==> config.mk <==
export PLATFORM = sky130hd
export DESIGN_NAME = aesg_front
export DESIGN_NICKNAME = d
export VERILOG_FILES = /design/src/sv/aesg_pkg.sv /design/src/sv/aesg_front.sv
export SDC_FILE = /design/constraint.sdc
export NUM_CORES = 1
export LEC_CHECK = 0
export ABC_AREA = 1
export BUFFER_PORTS_ARGS = -buffer_cell sky130_fd_sc_hd__buf_2
export CAP_MARGIN = 10
export CORE_ASPECT_RATIO = 1.4
export CORE_MARGIN = 5
export CORE_UTILIZATION = 52
export CTS_CLUSTER_DIAMETER = 150
export DETAILED_ROUTE_END_ITERATION = 6
export PLACE_DENSITY = 0.79
export SLEW_MARGIN = 5
export SYNTH_ARGS = -nofsm -noshare
export SYNTH_HDL_FRONTEND = slang
export SYNTH_SLANG_ARGS = --single-unit
==> constraint.sdc <==
create_clock -name clock -period 12.3 [get_ports clock]
set_clock_uncertainty 0.05 [all_clocks]
set_input_delay 0.615 -clock clock [delete_from_list [all_inputs] [get_ports clock]]
set_output_delay 0.615 -clock clock [all_outputs]
set_load 0.01 [all_outputs]
==> src/sv/aesg_pkg.sv <==
package aesg_pkg;

   // Operation codes carried by an input transaction.
   typedef enum logic [1:0] {
      OP_AAD    = 2'd0,
      OP_TEXT   = 2'd1,
      OP_FINISH = 2'd2,
      OP_NONE   = 2'd3
   } op_type;

   // Result kinds carried by an output transaction.
   typedef enum logic [1:0] {
      KIND_CIPHER = 2'd0,
      KIND_TAG    = 2'd1,
      KIND_ERROR  = 2'd2,
      KIND_UNUSED = 2'd3
   } kind_type;

   // Configuration register indexes.
   typedef enum logic [1:0] {
      CSR_KEY_HI = 2'd0,
      CSR_KEY_LO = 2'd1,
      CSR_IV_HI  = 2'd2,
      CSR_IV_LO  = 2'd3
   } csr_type;

   // One queued work item between the front and the back.
   typedef struct packed {
      op_type       op;
      logic [127:0] data;
   } item_type;

   localparam int QUEUE_DEPTH = 2;

   localparam logic [3:0]  LAST_ROUND  = 4'd10;
   localparam logic [3:0]  GHASH_LAST  = 4'd15;
   localparam logic [7:0]  RCON_FIRST  = 8'h01;
   localparam logic [7:0]  GHASH_POLY  = 8'he1;
   localparam logic [31:0] CTR_START   = 32'd2;
   localparam logic [31:0] CTR_TAG     = 32'd1;

   localparam logic [7:0] SBOX [256] = '{
      8'h63,8'h7c,8'h77,8'h7b,8'hf2,8'h6b,8'h6f,8'hc5,8'h30,8'h01,8'h67,8'h2b,8'hfe,8'hd7,8'hab,8'h76,
      8'hca,8'h82,8'hc9,8'h7d,8'hfa,8'h59,8'h47,8'hf0,8'had,8'hd4,8'ha2,8'haf,8'h9c,8'ha4,8'h72,8'hc0,
      8'hb7,8'hfd,8'h93,8'h26,8'h36,8'h3f,8'hf7,8'hcc,8'h34,8'ha5,8'he5,8'hf1,8'h71,8'hd8,8'h31,8'h15,
      8'h04,8'hc7,8'h23,8'hc3,8'h18,8'h96,8'h05,8'h9a,8'h07,8'h12,8'h80,8'he2,8'heb,8'h27,8'hb2,8'h75,
      8'h09,8'h83,8'h2c,8'h1a,8'h1b,8'h6e,8'h5a,8'ha0,8'h52,8'h3b,8'hd6,8'hb3,8'h29,8'he3,8'h2f,8'h84,
      8'h53,8'hd1,8'h00,8'hed,8'h20,8'hfc,8'hb1,8'h5b,8'h6a,8'hcb,8'hbe,8'h39,8'h4a,8'h4c,8'h58,8'hcf,
      8'hd0,8'hef,8'haa,8'hfb,8'h43,8'h4d,8'h33,8'h85,8'h45,8'hf9,8'h02,8'h7f,8'h50,8'h3c,8'h9f,8'ha8,
      8'h51,8'ha3,8'h40,8'h8f,8'h92,8'h9d,8'h38,8'hf5,8'hbc,8'hb6,8'hda,8'h21,8'h10,8'hff,8'hf3,8'hd2,
      8'hcd,8'h0c,8'h13,8'hec,8'h5f,8'h97,8'h44,8'h17,8'hc4,8'ha7,8'h7e,8'h3d,8'h64,8'h5d,8'h19,8'h73,
      8'h60,8'h81,8'h4f,8'hdc,8'h22,8'h2a,8'h90,8'h88,8'h46,8'hee,8'hb8,8'h14,8'hde,8'h5e,8'h0b,8'hdb,
      8'he0,8'h32,8'h3a,8'h0a,8'h49,8'h06,8'h24,8'h5c,8'hc2,8'hd3,8'hac,8'h62,8'h91,8'h95,8'he4,8'h79,
      8'he7,8'hc8,8'h37,8'h6d,8'h8d,8'hd5,8'h4e,8'ha9,8'h6c,8'h56,8'hf4,8'hea,8'h65,8'h7a,8'hae,8'h08,
      8'hba,8'h78,8'h25,8'h2e,8'h1c,8'ha6,8'hb4,8'hc6,8'he8,8'hdd,8'h74,8'h1f,8'h4b,8'hbd,8'h8b,8'h8a,
      8'h70,8'h3e,8'hb5,8'h66,8'h48,8'h03,8'hf6,8'h0e,8'h61,8'h35,8'h57,8'hb9,8'h86,8'hc1,8'h1d,8'h9e,
      8'he1,8'hf8,8'h98,8'h11,8'h69,8'hd9,8'h8e,8'h94,8'h9b,8'h1e,8'h87,8'he9,8'hce,8'h55,8'h28,8'hdf,
      8'h8c,8'ha1,8'h89,8'h0d,8'hbf,8'he6,8'h42,8'h68,8'h41,8'h99,8'h2d,8'h0f,8'hb0,8'h54,8'hbb,8'h16
   };

   function automatic logic [7:0] gf_dbl(input logic [7:0] a);
      return a[7] ? ({a[6:0], 1'b0} ^ 8'h1b) : {a[6:0], 1'b0};
   endfunction

   // Next AES-128 round key from the current one.
   function automatic logic [127:0] key_next(input logic [127:0] rk, input logic [7:0] rcon);
      logic [31:0] w3;
      logic [31:0] t;
      logic [31:0] n0;
      logic [31:0] n1;
      logic [31:0] n2;
      logic [31:0] n3;
      w3 = rk[31:0];
      t  = {SBOX[w3[23:16]], SBOX[w3[15:8]], SBOX[w3[7:0]], SBOX[w3[31:24]]}
           ^ {rcon, 24'd0};
      n0 = rk[127:96] ^ t;
      n1 = rk[95:64] ^ n0;
      n2 = rk[63:32] ^ n1;
      n3 = w3 ^ n2;
      return {n0, n1, n2, n3};
   endfunction

   // One AES round; the final round skips the column mix.
   function automatic logic [127:0] aes_round(input logic [127:0] st, input logic [127:0] rk,
                                              input logic last);
      logic [7:0]   s [16];
      logic [7:0]   t [16];
      logic [7:0]   all;
      logic [127:0] res;
      for (int i = 0; i < 16; i++) begin
         s[i] = st[127 - 8*i -: 8];
      end
      for (int c = 0; c < 4; c++) begin
         for (int r = 0; r < 4; r++) begin
            t[4*c + r] = SBOX[s[4*((c + r) & 3) + r]];
         end
      end
      for (int c = 0; c < 4; c++) begin
         all = t[4*c] ^ t[4*c+1] ^ t[4*c+2] ^ t[4*c+3];
         if (last) begin
            s[4*c]   = t[4*c];
            s[4*c+1] = t[4*c+1];
            s[4*c+2] = t[4*c+2];
            s[4*c+3] = t[4*c+3];
         end else begin
            s[4*c]   = t[4*c]   ^ all ^ gf_dbl(t[4*c]   ^ t[4*c+1]);
            s[4*c+1] = t[4*c+1] ^ all ^ gf_dbl(t[4*c+1] ^ t[4*c+2]);
            s[4*c+2] = t[4*c+2] ^ all ^ gf_dbl(t[4*c+2] ^ t[4*c+3]);
            s[4*c+3] = t[4*c+3] ^ all ^ gf_dbl(t[4*c+3] ^ t[4*c]);
         end
      end
      for (int i = 0; i < 16; i++) begin
         res[127 - 8*i -: 8] = s[i];
      end
      return res ^ rk;
   endfunction

   // Eight bits of the GF(2^128) multiply; returns {z, v}.
   function automatic logic [255:0] ghash_step8(input logic [127:0] z_i, input logic [127:0] v_i,
                                                input logic [7:0] hb);
      logic [127:0] z;
      logic [127:0] v;
      logic         lsb;
      z = z_i;
      v = v_i;
      for (int i = 0; i < 8; i++) begin
         if (hb[7 - i]) begin
            z = z ^ v;
         end
         lsb = v[0];
         v   = {1'b0, v[127:1]};
         if (lsb) begin
            v[127:120] = v[127:120] ^ GHASH_POLY;
         end
      end
      return {z, v};
   endfunction

endpackage

==> src/sv/aesg_front.sv <==
module aesg_front #(
   parameter int DEPTH = aesg_pkg::QUEUE_DEPTH
) (
   input  logic               clock,
   input  logic               reset,
   input  logic               req_push,
   output logic               req_full,
   input  aesg_pkg::op_type   req_op,
   input  logic [127:0]       req_data,
   output logic               item_valid,
   output aesg_pkg::item_type item,
   input  logic               item_pop
);

   localparam int AW = $clog2(DEPTH);
   localparam int CW = $clog2(DEPTH + 1);

   aesg_pkg::item_type mem_ff [DEPTH];
   logic [AW-1:0] wptr_ff, wptr_in;
   logic [AW-1:0] rptr_ff, rptr_in;
   logic [CW-1:0] cnt_ff, cnt_in;
   logic          store;
   logic          take;

   assign req_full   = (cnt_ff == CW'(DEPTH));
   assign item_valid = (cnt_ff != '0);
   assign item       = mem_ff[rptr_ff];

   // The unused op code is accepted and dropped here.
   assign store = req_push && !req_full && (req_op != aesg_pkg::OP_NONE);
   assign take  = item_pop && item_valid;

   always_comb begin
      wptr_in = wptr_ff;
      rptr_in = rptr_ff;
      cnt_in  = cnt_ff;
      if (store) begin
         wptr_in = (wptr_ff == AW'(DEPTH - 1)) ? '0 : wptr_ff + 1'b1;
      end
      if (take) begin
         rptr_in = (rptr_ff == AW'(DEPTH - 1)) ? '0 : rptr_ff + 1'b1;
      end
      if (store && !take) begin
         cnt_in = cnt_ff + 1'b1;
      end else if (take && !store) begin
         cnt_in = cnt_ff - 1'b1;
      end
   end

   always_ff @(posedge clock) begin
      if (reset) begin
         wptr_ff <= '0;
         rptr_ff <= '0;
         cnt_ff  <= '0;
      end else begin
         wptr_ff <= wptr_in;
         rptr_ff <= rptr_in;
         cnt_ff  <= cnt_in;
      end
   end

   always_ff @(posedge clock) begin
      if (store) begin
         mem_ff[wptr_ff] <= '{op: req_op, data: req_data};
      end
   end

   a_cnt_bound: assert property (@(posedge clock) disable iff (reset)
      cnt_ff <= CW'(DEPTH))
      else $error("front queue count exceeds depth");

   a_drop_none: assert property (@(posedge clock) disable iff (reset)
      (req_push && !req_full && req_op == aesg_pkg::OP_NONE && !take) |=> $stable(cnt_ff))
      else $error("unused op code entered the queue");

endmodule

==> reports/summary.md, run 1 <==
The area of the placeable core is 18500 um2. The number of buffers created by CTS is 24, and the number of clock sinks is 265. The number of buffers on the longest clock path was 3. For this design the static power due to leakage is 4.49 nW.

The logs give 858 for the final net count and 0 for the final number of max-transition violations. The upper clock frequency limit came out at 283 MHz. The die area is 21400 um2. Counting flops with an async set or reset pin after synthesis yields a share of 0%. In this run, post-CTS repair resized a total of 0 instances. For this run, the number of standard cells in the final layout without fillers is 988. The via density per instance came out at 5.12. In the final layout, the share of cells above drive strength 1 is 59.1%. Once placement completed, the tool counted placed cells totaling 941. The post-route total power is 2.39 mW. The initialized floorplan defines 59 standard-cell rows. The most instantiated flip-flop cell in the synthesis netlist is sky130_fd_sc_hd__edfxtp_1.

The worst setup path category was flop to output port. At the worst endpoint, the required time is 11.64 ns. Setup repair after global routing left no endpoint under its margin. The worst-path maximum fanout came out at 69. The largest total area in the synthesized netlist belongs to sky130_fd_sc_hd__edfxtp_1. The global router's overall resource usage is 16.7%.

TritonCTS built the clock tree. STA classifies the critical path endpoint as an output port. The die boundary width works out to 125 um. The run gives 12000 um2 as the final instance area. The tree is rooted in a sky130_fd_sc_hd__clkbuf_16. The flow ran to the end, and the final reports show no timing, DRC or antenna violations. The largest net degree at the start of global routing is 70, and the highest ir drop seen on vdd is 0.000209 V.

Element type at the critical path start: a flop. The power per unit of standard cell area was 198 nW/um2. The cts-stage hold buffer count was 0; the number of global-route vias before repair was 5447.

Clock-pin slew was measured on the worst setup and hold paths at 0.06 ns. The top cell type by area accounts for 80.9% of the synthesized area. The transition at the pin with the smallest max-transition slack was 0.923 ns. The tools report the H-tree depth reported by CTS as 1.

The number of setup buffers added after CTS was 0; the final critical path time including I/O delays and setup was 3.53 ns. The class of the worst hold path is input port to flop. Global routing finished with a remaining overflow of 0.

The number of I/O port buffers was 265. Summing every instance area after synthesis gives 9650 um2. Counting flops and latches in the post-synthesis netlist gives 265.

The headroom to the max-slew limit was 38.5%. Number of primary I/O pins: 266. By count the netlist is led by sky130_fd_sc_hd__edfxtp_1, sky130_fd_sc_hd__mux2_2, sky130_fd_sc_hd__nand2_1. The detail route stage leaves a number of antenna-violating nets equal to 0.

The post-synthesis to final-layout area growth was 24.8%. Across all hold checks on the routed design, the worst slack comes to 0.249 ns. The clock reaches the later pin of the worst-skew pair after 0.50 ns.

The netlist uses 15 different library cells. The mean instance size in the synthesized netlist is 21.8 um2, and the number of DRC violations after detailed routing is 0. In the final routed layout, each cell accounts on average for 19.4 um.

For the signal arrival time at the worst endpoint, the log shows 2.86 ns. The run gives 0 as the count of endpoints failing setup in the final report. Yosys instantiated no cell more often than sky130_fd_sc_hd__edfxtp_1. The logs give 329 for the number of DRC markers in iteration 0 and 442 for the number of instances in the synthesized netlist. The post-route setup TNS came out at 0 ns. The sequential area share after synthesis was 82.0%; the die outline height was 171 um. Summing all placed instances gives a cell area of 11200 um2. The logs give 0 for the count of endpoints failing hold in the final timing report and 5054 for the number of vias after detailed routing. By area the synthesized netlist is led by sky130_fd_sc_hd__edfxtp_1, sky130_fd_sc_hd__mux2_2, sky130_fd_sc_hd__buf_6. The initial core utilization was 52.3%. In this run, synthesis inferred 260 flip-flops with an integrated enable. The number of maximum-capacitance constraint violations is 0. Total detailed-routing wirelength: 19100 um. The first global-routing pass estimated 28200 um of wire. The number of nets in the synthesized netlist is 577. Summed over all nets, the half-perimeter wirelength after detailed placement is 13000 um. The initial antenna violation count is 2.

Of the available clock period, the critical path in the final layout requires 28.7%. Final weighted congestion in routability-driven placement: 0.759. The total iterations of the first detailed-routing run was 4.

For this run, the number of Yosys warnings is 0.
worst max-delay path, stage by stage, from the launching register on:
cell                      delay [ns]
sky130_fd_sc_hd__dfxtp_4        0.87
sky130_fd_sc_hd__buf_4          0.80
sky130_fd_sc_hd__mux2_2         0.44
sky130_fd_sc_hd__buf_2          0.15
per-stage QoR:
stage | utilization [%] | setup WS (ns)
6_report | 65.2 | 8.77
5_1_grt | 65.2 | 8.62
4_1_cts | 65.2 | 8.75
3_5_place_dp | 60.6 | 9.09
3_3_place_gp | 60.6 | 9.22
2_1_floorplan | - | 1.98
routing by layer:
metal | vias up | track usage [%] | part of all wire [%] | wire [um]
li1 | 2304 | - | - | -
met1 | 2517 | 17.8 | 34 | 6470
met2 | 190 | 31.7 | 56 | 10800
met3 | 39 | 3.95 | 7.0 | 1340
met4 | 4 | 6.75 | 3.0 | 569
met5 | - | 0 | 0.099 | 19
layout by cell type, fill, tap and decap left out:
master                       instances
sky130_fd_sc_hd__clkinv_1            6
sky130_fd_sc_hd__clkinvlp_4          2
sky130_fd_sc_hd__nor2_1              7
sky130_fd_sc_hd__inv_6               1
sky130_fd_sc_hd__a21oi_1             2
sky130_fd_sc_hd__nand3_1             2
sky130_fd_sc_hd__nand4_1             1
sky130_fd_sc_hd__nor3_2              1
sky130_fd_sc_hd__clkinv_2            3
sky130_fd_sc_hd__clkbuf_1            2
sky130_fd_sc_hd__dfxtp_4             1
sky130_fd_sc_hd__nand2_1            11
sky130_fd_sc_hd__edfxtp_1          260
sky130_fd_sc_hd__clkbuf_16          25
sky130_fd_sc_hd__o21ai_0             1
sky130_fd_sc_hd__inv_1               6
sky130_fd_sc_hd__mux2_2            130
sky130_fd_sc_hd__buf_4               4
sky130_fd_sc_hd__dfxtp_1             4
sky130_fd_sc_hd__bufinv_16           5
sky130_fd_sc_hd__ha_1                1
sky130_fd_sc_hd__buf_2             265
sky130_fd_sc_hd__diode_2             3
sky130_fd_sc_hd__inv_4               1
state kept, by name (all words and copies together), names as in the netlist, named ones only:
| signal | count |
|---|---|
| rptr_ff | 1 |
| wptr_ff | 1 |
| cnt_ff | 2 |
| mem_ff | 260 |
layout make-up:
cell class / count / area (um2)
fillers: 1269 / 6420
inverters: 7 / 28.8
clock inverters: 17 / 211
clock buffers: 27 / 633
well taps: 244 / 305
multi-input cells: 156 / 1590
repair buffers: 269 / 1360
diodes: 3 / 7.51
flip-flops and latches: 265 / 7910
cell families after synthesis:
logic type      share of synthesized area, %
flops                                   82.0
mux                                     15.2
simple gates                           0.921
buf+inv                                 1.67
compound gates                         0.156
fa+ha+maj                              0.130
final timing paths:
path / startpoint / end / slack, ns / cells after the start
setup reg to reg: cnt_ff[1] / mem_ff[1][92] / 9.45 / 6
setup / recovery: flop / item[92] / 8.77 / 3
hold reg to reg: rptr_ff / rptr_ff / 0.47 / 2
hold / removal: req_data[60] / mem_ff[0][60] / 0.25 / 1
report_power, final:
| group | switching [mW] | leakage, nW | internal, mW |
|---|---|---|---|
| combinational | 0.244 | 1.64 | 0.211 |
| sequential | 0.0418 | 2.44 | 1.11 |
| clock | 0.308 | 0.407 | 0.476 |
Note: power is estimated with default switching activity, not from simulation.
==> run 2: changes to the inputs <==
CORE_UTILIZATION = 47   (was 52)
PLACE_DENSITY = 0.76   (was 0.79)
clock period = 3.2 ns   (was 12.3 ns; I/O delays follow)
==> run 2 against run 1 <==
  * Count of clock-buffer cells in the layout is the same
  * Cell count grew 14%
  * Global-route usage grew 0.49 points
  * Worst hold slack lost 0.023 ns
  * Clock power grew to 3.5 times the previous value
  * Combinational power grew to 4.3 times the previous value
  * Critical path type unchanged
  * Largest power group unchanged
  * Highest routed layer is now met4
==> reports/summary.md, run 2 (synthesis gave the netlist of run 1 again) <==
Post-route setup TNS: 0 ns (unchanged). Element type at the critical path start: a flop (unchanged). Post-placement cell area: 11300 um2 (was 11200 um2).

The total detailed-routing wirelength was 21100 um (was 19100 um). The final routed wire length divided by cell count was 18.7 um (was 19.4 um); the post-route total power was 9.11 mW (was 2.39 mW). For the headroom to the max-slew limit, the log shows 46.5% (was 38.5%). The number of I/O port buffers is 265 (unchanged), and the transition at the pin with the smallest max-transition slack is 0.803 ns (was 0.923 ns). Most common cell after layout, fill and taps aside: sky130_fd_sc_hd__buf_2 (unchanged). The logs give 0 (unchanged) for the antenna violation net count after detailed routing and 132 (was 0) for the cts-stage hold buffer count. TritonCTS built the clock tree. The combined flip-flop and latch cell area was 7910 um2 (about the same); the number of DRC violations after detailed routing was 0 (unchanged). The fraction of layout instances using a drive strength above 1 works out to 50.5% (was 59.1%). The cell at the slowest stage of the critical path was sky130_fd_sc_hd__dfxtp_4 (unchanged). The logs give 286 (was 329) for the number of DRC markers in iteration 0 and 24 (unchanged) for the number of buffers created by CTS. Number of maximum-capacitance constraint violations: 0 (unchanged). The logs give 265 (unchanged) for the number of clock sinks and 2 (unchanged) for the initial antenna violation count. The register containing the most flip-flops in the final layout is mem_ff (unchanged).

The via density per instance is 4.91 (was 5.12), and the clock slew at the register clock pins of the worst setup and hold paths is 0.06 ns (about the same). The placed wire-length estimate after detailed placement is 12300 um (was 13000 um). The tools report the largest net degree at the start of global routing as 131 (was 70). Element type at the critical path end: an output port (unchanged). Worst setup slack after layout: 0.872 ns (was 8.77 ns). The tools report the count of endpoints failing hold in the final timing report as 0 (unchanged). The run gives 6042 (was 5447) as the number of global-route vias before repair. The number of primary I/O pins was 266 (unchanged). The area of the placeable core came out at 20400 um2 (was 18500 um2). Final weighted congestion in routability-driven placement: 0.756 (was 0.759).

The tools report the root buffer cell as sky130_fd_sc_hd__clkbuf_16 (unchanged). Clock latency on the worst-skew pair: 0.51 ns (was 0.50 ns). The routed design could run at a clock period as short as 2.33 ns.

The global router's overall resource usage came out at 17.2% (was 16.7%). The run gives 47.3% (was 52.3%) as the initial core utilization. The die boundary width works out to 131 um (was 125 um). Registers with the most flip-flops: mem_ff: 260 flops, cnt_ff: 2 flops (unchanged). The number of placement rows is 62 (was 59), and the H-tree depth reported by CTS is 1 (unchanged).

The tools report the number of resized instances in the post-cts repair step as 0 (unchanged). List of cells traversed by the critical path: buf_12, mux2_2, buf_2 (was buf_4, mux2_2, buf_2). The post-synthesis to final-layout area growth is 38.4% (was 24.8%). The flip-flop count of the largest register, all copies and words added was 260 (unchanged). Top library cells by usage in the layout, fill and taps aside: sky130_fd_sc_hd__buf_2, sky130_fd_sc_hd__edfxtp_1, sky130_fd_sc_hd__dlygate4sd3_1 (was sky130_fd_sc_hd__buf_2, sky130_fd_sc_hd__edfxtp_1, sky130_fd_sc_hd__mux2_2). The number of buffers on the longest clock path was 3 (unchanged).

The class of the worst hold path was input port to flop (unchanged). The run gives 5.01 nW (was 4.49 nW) as the leakage power figure. The flow ran to the end, and the final reports show no timing, DRC or antenna violations. The count of endpoints failing setup in the final report is 0 (unchanged), and the number of filler cells placed in the layout is 1332 (was 1269). The final net count was 990 (was 858). The worst-path maximum fanout was 51 (was 69).

The die area is 23500 um2 (was 21400 um2), and the number of buffers and inverters on the critical path is 2 (unchanged). For the final number of max-transition violations, the log shows 0 (unchanged). The logs give 5543 (was 5054) for the number of vias after detailed routing and 0 (unchanged) for the number of setup buffers added after CTS. The final instance area is 13400 um2 (was 12000 um2). The tools report the highest ir drop seen on vdd as 0.000834 V (was 0.000209 V). The worst setup path category is flop to output port (unchanged). Setup repair after global routing left no endpoint under its margin.

The global-route wire length before repair was 31700 um (was 28200 um). The final cycle utilization of the critical path was 72.7%. For the setup slack at placement, the log shows 1.25 ns (was 9.09 ns). For the total overflow reported by the global router, the log shows 0 (unchanged). The signal arrival time at the worst endpoint is 2.12 ns (was 2.86 ns), and the maximum cell stage delay along the critical path is 0.70 ns (was 0.87 ns).

The power per unit of standard cell area works out to 682 nW/um2 (was 198 nW/um2). Family of cells with the greatest summed delay on the critical path: flip-flops (was buffers and inverters). The total iterations of the first detailed-routing run was 4 (unchanged); the data required time at the worst endpoint was 2.99 ns (was 11.64 ns).

Upper clock frequency limit: 430 MHz. The die outline height came out at 180 um (was 171 um). The run gives 1600 um2 (was 1590 um2) as the area of the multi-input gates.
## run 2: cell type report
class	count	share of cell area, %
Multi-Input combinational cell	156	12.0
Clock inverter	16	0.956
Inverter	7	0.225
Timing Repair Buffer	401	20.4
Antenna cell	2	0.0375
Clock buffer	27	4.74
Sequential cell	265	59.2
Tap cell	256	2.40
## run 2: worst reg2reg max path, delay by kind of cell (launching register included)
kind | cells | cell delay (ns)
buffers and inverters | 3 | 0.68
and+or+nand+nor | 3 | 0.45
DFF | 1 | 0.32
## run 2: where the power goes
group          switching, mW  total (mW)  internal (mW)
sequential             0.141        4.39           4.25
clock                   1.18        2.76           1.58
combinational           1.02        1.96          0.946
total                   2.34        9.11           6.78
## run 2: path summary, 6_finish.rpt
kind	cells after the start	from	to	slack, ns
min reg2reg	2	rptr_ff	rptr_ff	0.46
min	5	req_push	wptr_ff	0.23
max reg2reg	6	cnt_ff[1]	mem_ff[1][3]	1.12
max	3	flop	item[3]	0.87
## run 2: per-stage QoR
| stage | utilization, % | hold WS [ns] | cells |
|---|---|---|---|
| final | 65.5 | 0.226 | 1130 |
| after global routing | 65.5 | 0.244 | 1130 |
| after CTS | 65.4 | 0.120 | 1128 |
| after detailed placement | 55.2 | 0.301 | 953 |
| after global placement | 55.2 | 0.298 | 953 |
| after floorplan | - | 0.209 | 442 |
## run 2: per-layer routing
| metal | share of wire, % | global-route usage, % | wire [um] |
|---|---|---|---|
| met3 | 7.1 | 4.13 | 1510 |
| met1 | 36 | 19.1 | 7570 |
| met4 | 2.5 | 5.52 | 525 |
| met5 | 0 | 0 | 0 |
| met2 | 55 | 31.4 | 11500 |
==> run 3: changes to the inputs <==
clock period = 2 ns   (was 3.2 ns; I/O delays follow)
==> run 3 against run 2 <==
  * Combinational power up 71%
  * Sequential power up 59%
  * Clock power is 52% higher
  * Critical endpoint is now item[77]
  * Cell count rose by 0.80%
==> reports/summary.md, run 3 (synthesis gave the netlist of run 1 again) <==
The run finished with clean final reports. The number of placement rows is 62 (unchanged). The worst setup slack after layout was 0.105 ns (was 0.872 ns). The tools report the element type at the critical path end as an output port (unchanged). For the area of the placeable core, the log shows 20400 um2 (unchanged).

For the total detailed-routing wirelength, the log shows 21500 um (was 21100 um). Worst-path maximum fanout: 46 (was 51). The tools report the element type at the critical path start as a flop (unchanged). The run gives 72.7% (was 46.5%) as the headroom to the max-slew limit. The register containing the most flip-flops in the final layout is mem_ff (unchanged).

The number of clock sinks was 265 (unchanged); the final cycle utilization of the critical path was 94.7%. The die boundary width was 131 um (unchanged). The logs give 4 (unchanged) for the total iterations of the first detailed-routing run and 6271 (was 6042) for the number of global-route vias before repair.

The family of cells with the greatest summed delay on the critical path was flip-flops (unchanged). List of cells traversed by the critical path: buf_16, mux2_2, buf_2 (was buf_12, mux2_2, buf_2). The via density per instance is 4.89 (was 4.91), and the number of buffers and inverters on the critical path is 2 (unchanged). The number of DRC markers in iteration 0 was 269 (was 286); the number of vias after detailed routing was 5569 (was 5543). The logs give 0 (unchanged) for the total overflow reported by the global router and 1 (was 2) for the initial antenna violation count. For the global-route wire length before repair, the log shows 32500 um (was 31700 um). The root buffer cell is sky130_fd_sc_hd__clkbuf_16 (unchanged).

The power per unit of standard cell area works out to 1080 nW/um2 (was 682 nW/um2). The count of endpoints failing hold in the final timing report is 0 (unchanged). Top library cells by usage in the layout, fill and taps aside: sky130_fd_sc_hd__buf_2, sky130_fd_sc_hd__edfxtp_1, sky130_fd_sc_hd__dlygate4sd3_1 (unchanged). The tightest hold margin came out at 0.0780 ns (was 0.226 ns). The class of the worst hold path was input port to flop (unchanged). The final weighted congestion in routability-driven placement was 0.761 (was 0.756); the flip-flop count of the largest register, all copies and words added was 260 (unchanged). The fraction of layout instances using a drive strength above 1 was 50.6% (was 50.5%); the maximum cell stage delay along the critical path was 0.42 ns (was 0.70 ns). The post-synthesis to final-layout area growth is 39.2% (was 38.4%), and the data required time at the worst endpoint is 1.85 ns (was 2.99 ns). The largest net degree at the start of global routing came out at 69 (was 131). Most common cell after layout, fill and taps aside: sky130_fd_sc_hd__buf_2 (unchanged). The signal arrival time at the worst endpoint is 1.74 ns (was 2.12 ns), and the number of maximum-capacitance constraint violations is 0 (unchanged). TritonCTS built the clock tree. The final routed wire length divided by cell count is 18.8 um (was 18.7 um), and the transition at the pin with the smallest max-transition slack is 0.410 ns (was 0.803 ns).

The leakage power figure was 5.05 nW (was 5.01 nW); the number of I/O port buffers was 265 (unchanged). The antenna violation net count after detailed routing is 0 (unchanged). The tools report the clock latency on the worst-skew pair as 0.50 ns (was 0.51 ns). The number of buffers created by CTS is 24 (unchanged), and the final number of max-transition violations is 0 (unchanged). Cell at the slowest stage of the critical path: sky130_fd_sc_hd__dfxtp_4 (unchanged).

The number of DRC violations after detailed routing came out at 0 (unchanged). Number of primary I/O pins: 266 (unchanged). The final net count was 998 (was 990).

The tools report the placed wire-length estimate after detailed placement as 13200 um (was 12300 um). For the post-route total power, the log shows 14.5 mW (was 9.11 mW). Registers with the most flip-flops: mem_ff: 260 flops, cnt_ff: 2 flops (unchanged). Setup repair after global routing left no endpoint under its margin. The logs give 17.5% (was 17.2%) for the global router's overall resource usage and 0 (unchanged) for the count of endpoints failing setup in the final report. The worst setup path category was flop to output port (unchanged). The die area was 23500 um2 (unchanged). The initial core utilization was 47.3% (unchanged); the upper clock frequency limit was 528 MHz.

The setup slack at placement is 0.316 ns (was 1.25 ns), and the final critical path time including I/O delays and setup is 1.89 ns. The H-tree depth reported by CTS is 1 (unchanged), and the die outline height is 180 um (unchanged). The clock slew at the register clock pins of the worst setup and hold paths works out to 0.06 ns (about the same).

The tools report the highest ir drop seen on vdd as 0.000986 V (was 0.000834 V). The number of buffers on the longest clock path was 3 (unchanged).
[run 3: worst paths after layout]
kind | from | endpoint | slack, ns | depth (start not counted)
worst max-delay path | flop | item[77] | 0.11 | 3
worst min-delay path | req_push | wptr_ff | 0.08 | 5
worst max register to register | cnt_ff[1] | mem_ff[1][84] | 0.26 | 6
worst min register to register | rptr_ff | rptr_ff | 0.50 | 2
[run 3: cell type report]
cell class,count,area (um2)
Sequential cell,265,7910
Fill cell,1332,6970
Timing Repair Buffer,409,2850
Multi-Input combinational cell,156,1600
Clock buffer,35,673
Tap cell,256,320
Clock inverter,9,47.5
Inverter,7,30.0
Antenna cell,2,5.00
[run 3: repair_timing]
action / in CTS / in global routing
gates resized for setup: 1 / 0
hold buffers: 132 / 0
setup endpoints to repair: 59 / 0
hold endpoints to repair: 265 / 0
buffers inserted: 2 / 0
[run 3: tightest hold or removal path: stages]
cell,delay (ns)
sky130_fd_sc_hd__buf_2,0.10
sky130_fd_sc_hd__nand2_1,0.14
sky130_fd_sc_hd__nor2_1,0.10
sky130_fd_sc_hd__nor2_1,0.09
sky130_fd_sc_hd__nor2_1,0.05
[run 3: per-layer routing]
metal / vias up / global-route usage [%] / wire (um) / part of all wire [%]
met5: - / 0 / 0 / 0
met4: 0 / 6.26 / 646 / 3.0
met3: 51 / 3.18 / 1330 / 6.2
met2: 209 / 32.9 / 11800 / 55
met1: 2727 / 19.2 / 7630 / 36
li1: 2582 / - / - / -
[run 3: metrics by stage]
stage	instances	setup TNS (ns)	utilization (%)	area [um2]
6_report	1139	0	65.8	13400
3_5_place_dp	959	0	55.7	11400
3_3_place_gp	959	0	55.7	11400
4_1_cts	1137	0	65.8	13400
2_1_floorplan	442	-399.07	-	9670
5_1_grt	1138	0	65.8	13400
[run 3: where the power goes]
group          internal [mW]  switching (mW)  total [mW]
Combinational           1.61            1.74        3.35
Clock                   2.34            1.85        4.19
Sequential              6.80           0.166        6.96
